<file path="src/rtl/tjb_pkg.sv">
// Shared types, widths and codes for the timestamp join buffer.
package tjb_pkg;

  localparam int CMD_W       = 2;
  localparam int TS_W        = 64;
  localparam int TAG_W       = 32;
  localparam int OCC_W       = 5;
  localparam int MAXE_W      = 5;
  localparam int MASK_W      = 3;
  localparam int IN_TDATA_W  = 96;
  localparam int OUT_TDATA_W = 168;
  localparam int OUT_PAD_W   = OUT_TDATA_W - (TS_W + 3 * TAG_W + OCC_W);

  localparam int SLOTS_DEF    = 16;
  localparam int TAG_BITS_DEF = 32;

  localparam logic [MAXE_W-1:0] MAX_ENTRIES_RST = 5'd16;
  localparam logic [MASK_W-1:0] MASK_ALL        = 3'b111;

  localparam logic [CMD_W-1:0] CMD_FRAME   = 2'd0;
  localparam logic [CMD_W-1:0] CMD_TRACKER = 2'd1;
  localparam logic [CMD_W-1:0] CMD_PLANNER = 2'd2;
  localparam logic [CMD_W-1:0] CMD_FLUSH   = 2'd3;

  typedef enum logic [3:0] {
    S_IDLE,
    S_LOOK,
    S_UPD,
    S_CHECK,
    S_MIN,
    S_EVICT,
    S_ALLOC,
    S_FLUSH,
    S_EMIT
  } tjb_state_t;

  typedef struct packed {
    logic latch;
    logic scan_start;
    logic scan_min;
    logic update;
    logic evict;
    logic alloc;
    logic flush;
    logic out_load;
  } tjb_cmd_t;

  typedef struct packed {
    logic scan_done;
    logic hit;
    logic complete;
    logic over_limit;
    logic pending;
    logic best_pending;
    logic best_found;
  } tjb_stat_t;

endpackage

</file>
<file path="src/rtl/timestamp_join_buffer.sv">
// Top level of the timestamp join buffer: three-source join by exact timestamp.
//
//  Channel | Direction | Payload
//  --------+-----------+---------------------------------------------------------------
//  in_     | slave     | tuser: command; tdata: timestamp, payload_tag
//  out_    | master    | tuser: complete; tdata: timestamp, frame, tracker, planner, occ
//  cfg_    | write     | wdata: max_entries
//
// One transaction at a time: an arrival passes accept, lookup scan, update, check, allocate
// and emit before the next acceptance; a completing arrival skips check and allocate, a
// repeated source skips allocate. Each eviction adds a scan, evict and check. Flush passes
// accept, flush and emit.
// Reset clears valid bits and occupancy and sets max_entries to 16; no clearing pass.
// Emit holds while the previous result waits in the output register.
module timestamp_join_buffer #(
  parameter int SLOTS    = tjb_pkg::SLOTS_DEF,
  parameter int TAG_BITS = tjb_pkg::TAG_BITS_DEF
) (
  input  logic                            clk,
  input  logic                            rst_n,
  input  logic                            in_tvalid,
  output logic                            in_tready,
  input  logic [tjb_pkg::IN_TDATA_W-1:0]  in_tdata,   // timestamp[63:0], payload_tag[95:64]
  input  logic [tjb_pkg::CMD_W-1:0]       in_tuser,   // command[1:0]
  output logic                            out_tvalid,
  input  logic                            out_tready,
  output logic [tjb_pkg::OUT_TDATA_W-1:0] out_tdata,  // timestamp[63:0], frame_tag[95:64],
                                                      // tracker_tag[127:96],
                                                      // planner_tag[159:128],
                                                      // occupancy[164:160], zero pad
  output logic                            out_tuser,  // complete
  input  logic                            cfg_we,
  input  logic [tjb_pkg::MAXE_W-1:0]      cfg_wdata   // max_entries
);
  import tjb_pkg::*;

  tjb_cmd_t          cmd;
  tjb_stat_t         stat;
  logic              res_complete;
  logic [TS_W-1:0]   res_ts;
  logic [TAG_W-1:0]  res_frame;
  logic [TAG_W-1:0]  res_tracker;
  logic [TAG_W-1:0]  res_planner;
  logic [OCC_W-1:0]  res_occ;

  tjb_ctrl u_ctrl (
    .clk        (clk),
    .rst_n      (rst_n),
    .in_tvalid  (in_tvalid),
    .in_cmd     (in_tuser),
    .in_tready  (in_tready),
    .out_tready (out_tready),
    .out_tvalid (out_tvalid),
    .stat       (stat),
    .cmd        (cmd)
  );

  tjb_dpath #(
    .SLOTS    (SLOTS),
    .TAG_BITS (TAG_BITS)
  ) u_dpath (
    .clk          (clk),
    .rst_n        (rst_n),
    .in_cmd       (in_tuser),
    .in_ts        (in_tdata[TS_W-1:0]),
    .in_tag       (in_tdata[TS_W +: TAG_W]),
    .cfg_we       (cfg_we),
    .cfg_wdata    (cfg_wdata),
    .cmd          (cmd),
    .stat         (stat),
    .out_complete (res_complete),
    .out_ts       (res_ts),
    .out_frame    (res_frame),
    .out_tracker  (res_tracker),
    .out_planner  (res_planner),
    .out_occ      (res_occ)
  );

  assign out_tdata = {{OUT_PAD_W{1'b0}}, res_occ, res_planner, res_tracker, res_frame, res_ts};
  assign out_tuser = res_complete;

  a_one_at_a_time: assert property (@(posedge clk) disable iff (!rst_n)
    (in_tvalid && in_tready) |=> !in_tready)
    else $error("transaction accepted while busy");

  a_alloc_pending: assert property (@(posedge clk) disable iff (!rst_n)
    cmd.alloc |-> (stat.pending && !stat.over_limit))
    else $error("allocation without a surviving pending arrival");

  a_evict_target: assert property (@(posedge clk) disable iff (!rst_n)
    cmd.evict |-> (stat.best_pending || stat.best_found))
    else $error("eviction without a candidate");

  a_scan_exclusive: assert property (@(posedge clk) disable iff (!rst_n)
    cmd.scan_start |=> !cmd.scan_start)
    else $error("scan restarted back to back");

endmodule

</file>
<file path="src/rtl/tjb_ctrl.sv">
// Control state machine: sequences lookup, update, eviction, allocation, flush and output.
module tjb_ctrl (
  input  logic                    clk,
  input  logic                    rst_n,
  input  logic                    in_tvalid,
  input  logic [tjb_pkg::CMD_W-1:0] in_cmd,
  output logic                    in_tready,
  input  logic                    out_tready,
  output logic                    out_tvalid,
  input  tjb_pkg::tjb_stat_t      stat,
  output tjb_pkg::tjb_cmd_t       cmd
);
  import tjb_pkg::*;

  tjb_state_t state_r, state_nxt;
  logic       out_valid_r, out_valid_nxt;

  always_comb begin
    state_nxt = state_r;
    case (state_r)
      S_IDLE: begin
        if (in_tvalid) begin
          state_nxt = (in_cmd == CMD_FLUSH) ? S_FLUSH : S_LOOK;
        end
      end
      S_LOOK: begin
        if (stat.scan_done) begin
          state_nxt = S_UPD;
        end
      end
      S_UPD: begin
        state_nxt = (stat.hit && stat.complete) ? S_EMIT : S_CHECK;
      end
      S_CHECK: begin
        if (stat.over_limit) begin
          state_nxt = S_MIN;
        end else if (stat.pending) begin
          state_nxt = S_ALLOC;
        end else begin
          state_nxt = S_EMIT;
        end
      end
      S_MIN: begin
        if (stat.scan_done) begin
          state_nxt = S_EVICT;
        end
      end
      S_EVICT: state_nxt = S_CHECK;
      S_ALLOC: state_nxt = S_EMIT;
      S_FLUSH: state_nxt = S_EMIT;
      S_EMIT: begin
        if (!out_valid_r || out_tready) begin
          state_nxt = S_IDLE;
        end
      end
      default: state_nxt = S_IDLE;
    endcase
  end

  always_comb begin
    cmd       = '0;
    in_tready = 1'b0;
    case (state_r)
      S_IDLE: begin
        in_tready = 1'b1;
        if (in_tvalid) begin
          cmd.latch      = 1'b1;
          cmd.scan_start = (in_cmd != CMD_FLUSH);
        end
      end
      S_UPD: cmd.update = 1'b1;
      S_CHECK: begin
        if (stat.over_limit) begin
          cmd.scan_start = 1'b1;
          cmd.scan_min   = 1'b1;
        end
      end
      S_EVICT: cmd.evict = 1'b1;
      S_ALLOC: cmd.alloc = 1'b1;
      S_FLUSH: cmd.flush = 1'b1;
      S_EMIT:  cmd.out_load = !out_valid_r || out_tready;
      default: cmd = '0;
    endcase
  end

  always_comb begin
    if (cmd.out_load) begin
      out_valid_nxt = 1'b1;
    end else if (out_tready) begin
      out_valid_nxt = 1'b0;
    end else begin
      out_valid_nxt = out_valid_r;
    end
  end

  always_ff @(posedge clk) begin
    if (!rst_n) begin
      state_r     <= S_IDLE;
      out_valid_r <= 1'b0;
    end else begin
      state_r     <= state_nxt;
      out_valid_r <= out_valid_nxt;
    end
  end

  assign out_tvalid = out_valid_r;

endmodule

</file>
<file path="src/rtl/tjb_dpath.sv">
// Datapath: slot memory, valid bits, scan engine, eviction tracking and output register.
module tjb_dpath #(
  parameter int SLOTS    = tjb_pkg::SLOTS_DEF,
  parameter int TAG_BITS = tjb_pkg::TAG_BITS_DEF
) (
  input  logic                       clk,
  input  logic                       rst_n,
  input  logic [tjb_pkg::CMD_W-1:0]  in_cmd,
  input  logic [tjb_pkg::TS_W-1:0]   in_ts,
  input  logic [tjb_pkg::TAG_W-1:0]  in_tag,
  input  logic                       cfg_we,
  input  logic [tjb_pkg::MAXE_W-1:0] cfg_wdata,
  input  tjb_pkg::tjb_cmd_t          cmd,
  output tjb_pkg::tjb_stat_t         stat,
  output logic                       out_complete,
  output logic [tjb_pkg::TS_W-1:0]   out_ts,
  output logic [tjb_pkg::TAG_W-1:0]  out_frame,
  output logic [tjb_pkg::TAG_W-1:0]  out_tracker,
  output logic [tjb_pkg::TAG_W-1:0]  out_planner,
  output logic [tjb_pkg::OCC_W-1:0]  out_occ
);
  import tjb_pkg::*;

  localparam int IDX_W      = (SLOTS > 1) ? $clog2(SLOTS) : 1;
  localparam int CNT_W      = $clog2(SLOTS + 1);
  localparam int LIM_W      = ((CNT_W > MAXE_W) ? CNT_W : MAXE_W) + 1;
  localparam int MASK_LO    = TS_W;
  localparam int FRAME_LO   = TS_W + MASK_W;
  localparam int TRACKER_LO = FRAME_LO + TAG_BITS;
  localparam int PLANNER_LO = TRACKER_LO + TAG_BITS;
  localparam int REC_W      = PLANNER_LO + TAG_BITS;
  localparam logic [IDX_W-1:0] LAST_IDX = IDX_W'(SLOTS - 1);

  logic [REC_W-1:0]    mem [SLOTS];
  logic [REC_W-1:0]    rd_rec_r;

  logic [CMD_W-1:0]    cmd_r;
  logic [TS_W-1:0]     ts_r;
  logic [TAG_BITS-1:0] tag_r;
  logic [MAXE_W-1:0]   max_entries_r;
  logic [SLOTS-1:0]    valid_r;
  logic [CNT_W-1:0]    count_r;
  logic                pending_r;
  logic                comp_r;

  logic                scanning_r;
  logic                scan_min_r;
  logic [IDX_W-1:0]    addr_r;
  logic                chk_v_r;
  logic [IDX_W-1:0]    chk_idx_r;

  logic                hit_r;
  logic [IDX_W-1:0]    hit_idx_r;
  logic [REC_W-1:0]    hit_rec_r;
  logic [IDX_W-1:0]    free_idx_r;
  logic                best_pending_r;
  logic                best_found_r;
  logic [IDX_W-1:0]    best_idx_r;
  logic [TS_W-1:0]     best_time_r;

  logic [TAG_W+TAG_BITS-1:0] tag_in_ext;
  logic [MASK_W-1:0]         cmd_bit;
  logic [REC_W-1:0]          upd_rec;
  logic [REC_W-1:0]          new_rec;
  logic                      upd_all;
  logic [TS_W-1:0]           rd_time;
  logic                      chk_valid;
  logic                      mem_we;
  logic [IDX_W-1:0]          mem_waddr;
  logic [REC_W-1:0]          mem_wdata;
  logic [LIM_W-1:0]          lim_cfg;
  logic [LIM_W-1:0]          lim_slots;
  logic [LIM_W-1:0]          limit;
  logic [LIM_W-1:0]          total;
  logic [OCC_W+CNT_W-1:0]    occ_ext;
  logic [TAG_BITS+TAG_W-1:0] frame_ext;
  logic [TAG_BITS+TAG_W-1:0] tracker_ext;
  logic [TAG_BITS+TAG_W-1:0] planner_ext;

  assign tag_in_ext = {{TAG_BITS{1'b0}}, in_tag};
  assign cmd_bit    = MASK_W'(1) << cmd_r;
  assign rd_time    = rd_rec_r[TS_W-1:0];
  assign chk_valid  = valid_r[chk_idx_r];

  always_comb begin
    upd_rec = hit_rec_r;
    upd_rec[MASK_LO +: MASK_W] = hit_rec_r[MASK_LO +: MASK_W] | cmd_bit;
    new_rec = '0;
    new_rec[TS_W-1:0]          = ts_r;
    new_rec[MASK_LO +: MASK_W] = cmd_bit;
    case (cmd_r)
      CMD_FRAME: begin
        upd_rec[FRAME_LO +: TAG_BITS] = tag_r;
        new_rec[FRAME_LO +: TAG_BITS] = tag_r;
      end
      CMD_TRACKER: begin
        upd_rec[TRACKER_LO +: TAG_BITS] = tag_r;
        new_rec[TRACKER_LO +: TAG_BITS] = tag_r;
      end
      CMD_PLANNER: begin
        upd_rec[PLANNER_LO +: TAG_BITS] = tag_r;
        new_rec[PLANNER_LO +: TAG_BITS] = tag_r;
      end
      default: begin
      end
    endcase
  end

  assign upd_all = (upd_rec[MASK_LO +: MASK_W] == MASK_ALL);

  assign lim_cfg   = LIM_W'(max_entries_r);
  assign lim_slots = LIM_W'(SLOTS);
  assign limit     = (lim_cfg < lim_slots) ? lim_cfg : lim_slots;
  assign total     = LIM_W'(count_r) + LIM_W'(pending_r);

  assign mem_we    = (cmd.update && hit_r) || cmd.alloc;
  assign mem_waddr = cmd.alloc ? free_idx_r : hit_idx_r;
  assign mem_wdata = cmd.alloc ? new_rec : upd_rec;

  always_ff @(posedge clk) begin
    if (mem_we) begin
      mem[mem_waddr] <= mem_wdata;
    end
    rd_rec_r <= mem[addr_r];
  end

  always_ff @(posedge clk) begin
    if (cmd.latch) begin
      cmd_r <= in_cmd;
      ts_r  <= in_ts;
      tag_r <= tag_in_ext[TAG_BITS-1:0];
    end
  end

  always_ff @(posedge clk) begin
    if (!rst_n) begin
      max_entries_r <= MAX_ENTRIES_RST;
    end else if (cfg_we) begin
      max_entries_r <= cfg_wdata;
    end
  end

  // scan engine: issue one address per cycle, check the returned entry in the cycle after
  always_ff @(posedge clk) begin
    if (!rst_n) begin
      scanning_r <= 1'b0;
      chk_v_r    <= 1'b0;
      scan_min_r <= 1'b0;
      addr_r     <= '0;
      chk_idx_r  <= '0;
    end else begin
      chk_v_r   <= scanning_r;
      chk_idx_r <= addr_r;
      if (cmd.scan_start) begin
        scanning_r <= 1'b1;
        scan_min_r <= cmd.scan_min;
        addr_r     <= '0;
      end else if (scanning_r) begin
        if (addr_r == LAST_IDX) begin
          scanning_r <= 1'b0;
        end else begin
          addr_r <= addr_r + 1'b1;
        end
      end
    end
  end

  always_ff @(posedge clk) begin
    if (!rst_n) begin
      hit_r          <= 1'b0;
      best_pending_r <= 1'b0;
      best_found_r   <= 1'b0;
      free_idx_r     <= '0;
    end else begin
      if (cmd.scan_start && !cmd.scan_min) begin
        hit_r <= 1'b0;
      end else if (cmd.scan_start) begin
        best_pending_r <= pending_r;
        best_found_r   <= 1'b0;
        best_time_r    <= ts_r;
      end else if (chk_v_r && !scan_min_r) begin
        if (chk_valid && (rd_time == ts_r)) begin
          hit_r     <= 1'b1;
          hit_idx_r <= chk_idx_r;
          hit_rec_r <= rd_rec_r;
        end
        if (!chk_valid) begin
          free_idx_r <= chk_idx_r;
        end
      end else if (chk_v_r) begin
        if (chk_valid && ((!best_pending_r && !best_found_r) ||
                          ($signed(rd_time) < $signed(best_time_r)))) begin
          best_found_r   <= 1'b1;
          best_pending_r <= 1'b0;
          best_idx_r     <= chk_idx_r;
          best_time_r    <= rd_time;
        end
      end
      if (cmd.update && hit_r) begin
        hit_rec_r <= upd_rec;
      end
      if (cmd.evict && !best_pending_r && best_found_r) begin
        free_idx_r <= best_idx_r;
      end
    end
  end

  always_ff @(posedge clk) begin
    if (!rst_n) begin
      valid_r   <= '0;
      count_r   <= '0;
      pending_r <= 1'b0;
      comp_r    <= 1'b0;
    end else begin
      if (cmd.latch) begin
        pending_r <= 1'b0;
        comp_r    <= 1'b0;
      end
      if (cmd.flush) begin
        valid_r <= '0;
        count_r <= '0;
      end
      if (cmd.update) begin
        if (!hit_r) begin
          pending_r <= 1'b1;
        end else if (upd_all) begin
          comp_r             <= 1'b1;
          valid_r[hit_idx_r] <= 1'b0;
          count_r            <= count_r - 1'b1;
        end
      end
      if (cmd.evict) begin
        if (best_pending_r) begin
          pending_r <= 1'b0;
        end else if (best_found_r) begin
          valid_r[best_idx_r] <= 1'b0;
          count_r             <= count_r - 1'b1;
        end
      end
      if (cmd.alloc) begin
        valid_r[free_idx_r] <= 1'b1;
        count_r             <= count_r + 1'b1;
        pending_r           <= 1'b0;
      end
    end
  end

  assign occ_ext     = {{OCC_W{1'b0}}, count_r};
  assign frame_ext   = {{TAG_W{1'b0}}, hit_rec_r[FRAME_LO +: TAG_BITS]};
  assign tracker_ext = {{TAG_W{1'b0}}, hit_rec_r[TRACKER_LO +: TAG_BITS]};
  assign planner_ext = {{TAG_W{1'b0}}, hit_rec_r[PLANNER_LO +: TAG_BITS]};

  always_ff @(posedge clk) begin
    if (cmd.out_load) begin
      out_complete <= comp_r;
      out_ts       <= comp_r ? hit_rec_r[TS_W-1:0] : '0;
      out_frame    <= comp_r ? frame_ext[TAG_W-1:0] : '0;
      out_tracker  <= comp_r ? tracker_ext[TAG_W-1:0] : '0;
      out_planner  <= comp_r ? planner_ext[TAG_W-1:0] : '0;
      out_occ      <= occ_ext[OCC_W-1:0];
    end
  end

  always_comb begin
    stat              = '0;
    stat.scan_done    = chk_v_r && (chk_idx_r == LAST_IDX);
    stat.hit          = hit_r;
    stat.complete     = upd_all;
    stat.over_limit   = (total > limit);
    stat.pending      = pending_r;
    stat.best_pending = best_pending_r;
    stat.best_found   = best_found_r;
  end

endmodule
</file>
<file path="config.mk">
export PLATFORM = sky130hd
export DESIGN_NAME = timestamp_join_buffer
export DESIGN_NICKNAME = d
export VERILOG_FILES = /design/src/rtl/tjb_pkg.sv /design/src/rtl/timestamp_join_buffer.sv /design/src/rtl/tjb_ctrl.sv /design/src/rtl/tjb_dpath.sv
export SDC_FILE = /design/constraint.sdc
export NUM_CORES = 2
export LEC_CHECK = 0
export ABC_CLOCK_PERIOD_IN_PS = 18800
export BUFFER_PORTS_ARGS = -buffer_cell sky130_fd_sc_hd__buf_2
export CAP_MARGIN = 20
export CORE_UTILIZATION = 60
export CTS_BUF_LIST = sky130_fd_sc_hd__clkbuf_2
export CTS_CLUSTER_SIZE = 30
export DETAILED_ROUTE_END_ITERATION = 16
export MAX_ROUTING_LAYER = met4
export PLACE_DENSITY_LB_ADDON = 0.3
export SLEW_MARGIN = 0
export SYNTH_ARGS = -nofsm -noshare
export SYNTH_HDL_FRONTEND = slang
export SYNTH_SLANG_ARGS = --single-unit
</file>
<file path="constraint.sdc">
create_clock -name clk -period 18.8 [get_ports clk]
set_clock_uncertainty 0.2 [all_clocks]
set_input_delay 3.76 -clock clk [delete_from_list [all_inputs] [get_ports clk]]
set_output_delay 3.76 -clock clk [all_outputs]
set_load 0.05 [all_outputs]
</file>
==> results.py <==
metrics = {
    "sta": {
        "maxSlewViolCount": 0,
        "whs_ns": 0.260,
        "max_freq_mhz": 135,
        "worst_slack_ns": 11.41,
        "period_share_pct": 39.3,
        "worst_pin_slew_ns": 1.31,
        "rsz0062_at_grt": "false",
        "relSlewSlack_pct": 12.5,
        "period_minus_slack_ns": 7.39,
        "setup_violations": 0,
        "fin_tns_setup_ns": 0,
        "hold_viol": 0,
    },
    "global_routing": {
        "grt_first_pass_wirelength_um": 451000,
        "grt_pass1_vias": 67600,
        "overflow": 0,
        "grt_max_degree": 148,
        "antenna_found_initial": 26,
        "grtUsageTotal_pct": 30.7,
    },
    "routing": {
        "vias": 67500,
        "finalWirelength_um": 316000,
        "viasPerCell": 6.38,
        "dr.pass1.iters": 6,
        "avgRoutedWirePerCell_um": 29.8,
        "drt-initial-drc-count": 9271,
        "drc_errors": 0,
        "drtAntennaViolNets": 0,
    },
    "clocking": {
        "cts-resized-gates": 0,
        "insertion_delay_ns": 1.94,
        "cts_made_buffers": 788,
        "cts.sinks": 3321,
        "tritoncts": "built",
        "postCtsSetupRepairBufs": 0,
        "cts_hold_buf": 0,
        "path_clk_slew_ns": 0.11,
        "cts-htree-levels": 6,
        "cts_root_buf": "clkbuf_2",
        "clockBufferDepth": 4,
    },
    "flow_run": {
        "cap_violations": 0,
    },
    "worst_setup_path": {
        "critPathTopFamily": "flip-flops",
        "max_stage_delay_ns": 0.52,
        "endpoint_kind": "primary output",
        "cp_cell_sequence": "nor4_1, buf_4, buf_2",
        "critPathSlowestCell": "dfxtp_1",
        "critical_path_class": "reg2out",
        "crit_fanout": 12,
        "reg2reg_setup_slack_ns": 11.92,
        "required_ns": 14.84,
        "crit_arrival_ns": 3.43,
        "path_buf_inv": 2,
        "cp-start-kind": "register",
    },
    "logic_synthesis": {
        "synth_top_area_share_pct": 73.6,
        "ys_async_sr_fraction_pct": 0,
        "yosysMostFrequentCell": "edfxtp_1",
        "ys_ff_latch": 3321,
        "synth_edf_count": 3107,
        "synthCells": 6234,
        "synth_cell_type_count": 67,
        "synthSimpleGateAreaFrac_pct": 3.96,
        "ys_seq_area_share_pct": 77.0,
        "yosysTopAreaCell": "edfxtp_1",
        "synth_top_cells_by_count": "edfxtp_1, mux4_2, nand2_1, clkbuf_1, dfxtp_1",
        "syn-cell-area_um2": 127000,
        "avgSynthCellArea_um2": 20.3,
        "synth_top_family_by_area": "multiplexers",
        "ys_warn_count": 0,
        "synthMuxAreaShare_pct": 14.6,
        "synth_compound_area_share_pct": 2.01,
        "ys.flop_type": "edfxtp_1",
        "synthAdderAreaFrac_pct": 0.720,
        "synthTopCellsByArea": "edfxtp_1, mux4_2, dfxtp_1",
        "synth_xor_area_share_pct": 0.408,
    },
    "power_and_ir_drop": {
        "ir_worst_vdd_uv": 84.6,
        "powerDensity_nw_per_um2": 110,
        "leakage_nw": 46.6,
    },
    "layout": {
        "multi_input_area_um2": 27800,
        "final_cell_area_um2": 139000,
        "register_area_um2": 97600,
        "nNetsFinal": 7287,
        "final_layout_size_suffix_gt1_share_pct": 32.7,
        "finalNonFillerCells": 10600,
        "fillers": 13800,
        "syn2layout_area_growth_pct": 9.76,
    },
    "placed_design": {
        "dp_hpwl_um": 166000,
        "io_buffers": 275,
        "placed_area_um2": 132000,
        "place_congestion": 0.909,
        "post-place-ws_ns": 10.51,
        "dp_cells": 9120,
    },
    "die": {
        "die_area_um2": 213000,
        "num_rows": 168,
        "core_um2": 210000,
        "io_pins": 279,
        "initial_core_util_pct": 60.4,
        "die_y_um": 462,
        "chipWidth_um": 462,
    },
    "outcome": {
        "status": "completed",
    },
    "min_path": {
        "worstHoldPathType": "reg2reg",
    },
}
==> kinds of logic (layout without fill, tap and decap cells) <==
| family | after synthesis | after routing |
|---|---|---|
| buffers and inverters | 410 | 1916 |
| DFF | 3321 | 3321 |
| muxes | 830 | 830 |
| other | 1 | 32 |
| xor gates and xnor gates | 59 | 59 |
| AOI/OAI and AO/OA | 382 | 382 |
| and+or+nand+nor | 1158 | 1158 |
| adders and majority gates | 73 | 73 |
==> where the power goes <==
| part | leakage (nW) | internal (mW) | switching [mW] | total, mW |
|---|---|---|---|---|
| Sequential | 29.4 | 8.51 | 0.221 | 8.73 |
| Combinational | 11.6 | 0.688 | 1.11 | 1.80 |
| Clock | 5.61 | 1.89 | 2.82 | 4.71 |
==> layout by cell type, fill, tap and decap left out, drive strengths merged, types with 10 or more instances in the layout <==
master,n
nand2,787
mux4,820
a221oi,10
ha,73
nor4,18
diode,29
a31o,99
buf,399
nand3,27
xor2,50
dfxtp,214
clkinv,189
clkbuf,1205
nor2,87
and2,169
edfxtp,3107
o21ai,40
bufinv,14
a21oi,155
nand4,19
inv,101
nor2b,15
==> flip-flops by register name, indices dropped and copies added, names as in the netlist, 5 cells and up <==
register and cells:
u_dpath.out_planner 32, u_dpath.mem 2608, u_dpath.ts_r 64, u_dpath.tag_r 32, u_dpath.hit_rec_r 163, u_dpath.rd_rec_r 163, u_dpath.valid_r 16, u_dpath.out_frame 32
u_dpath.out_tracker 32, u_dpath.best_time_r 64, u_dpath.out_ts 64, u_dpath.count_r 5, u_dpath.max_entries_r 5, u_dpath.out_occ 5
==> per-stage QoR <==
stage               util, %  power (mW)
floorplan                 -        10.1
global placement       62.8        10.6
detailed placement     62.8        10.7
CTS                    66.3        15.3
global route           66.3        15.8
finish                 66.3        15.2
==> per-layer routing <==
layer | global-route usage (%) | vias up | part of all wire [%]
li1 | - | 27400 | -
met1 | 41.7 | 34700 | 37
met2 | 46.3 | 4701 | 48
met3 | 7.07 | 613 | 12
met4 | 11.2 | 0 | 3.3
met5 | - | - | 0
==> worst paths after layout <==
path                            start  cells after the start               endpoint
hold reg to reg   u_dpath.rd_rec_r[4]                      0   u_dpath.hit_rec_r[4]
setup / recovery    u_ctrl.state_r[0]                      3              in_tready
setup reg to reg    u_dpath.pending_r                     16  u_dpath.hit_rec_r[75]
hold / removal    u_dpath.rd_rec_r[4]                      0   u_dpath.hit_rec_r[4]
==> layout make-up <==
cell class	instances	share of cell area, %
Tap cell	2805	2.52
Clock inverter	221	0.920
Antenna cell	29	0.0521
Clock buffer	1205	4.33
Multi-Input combinational cell	2505	20.0
Timing Repair Buffer	399	1.79
Inverter	91	0.249
Sequential cell	3321	70.1
(Power assumes the default switching activity.)
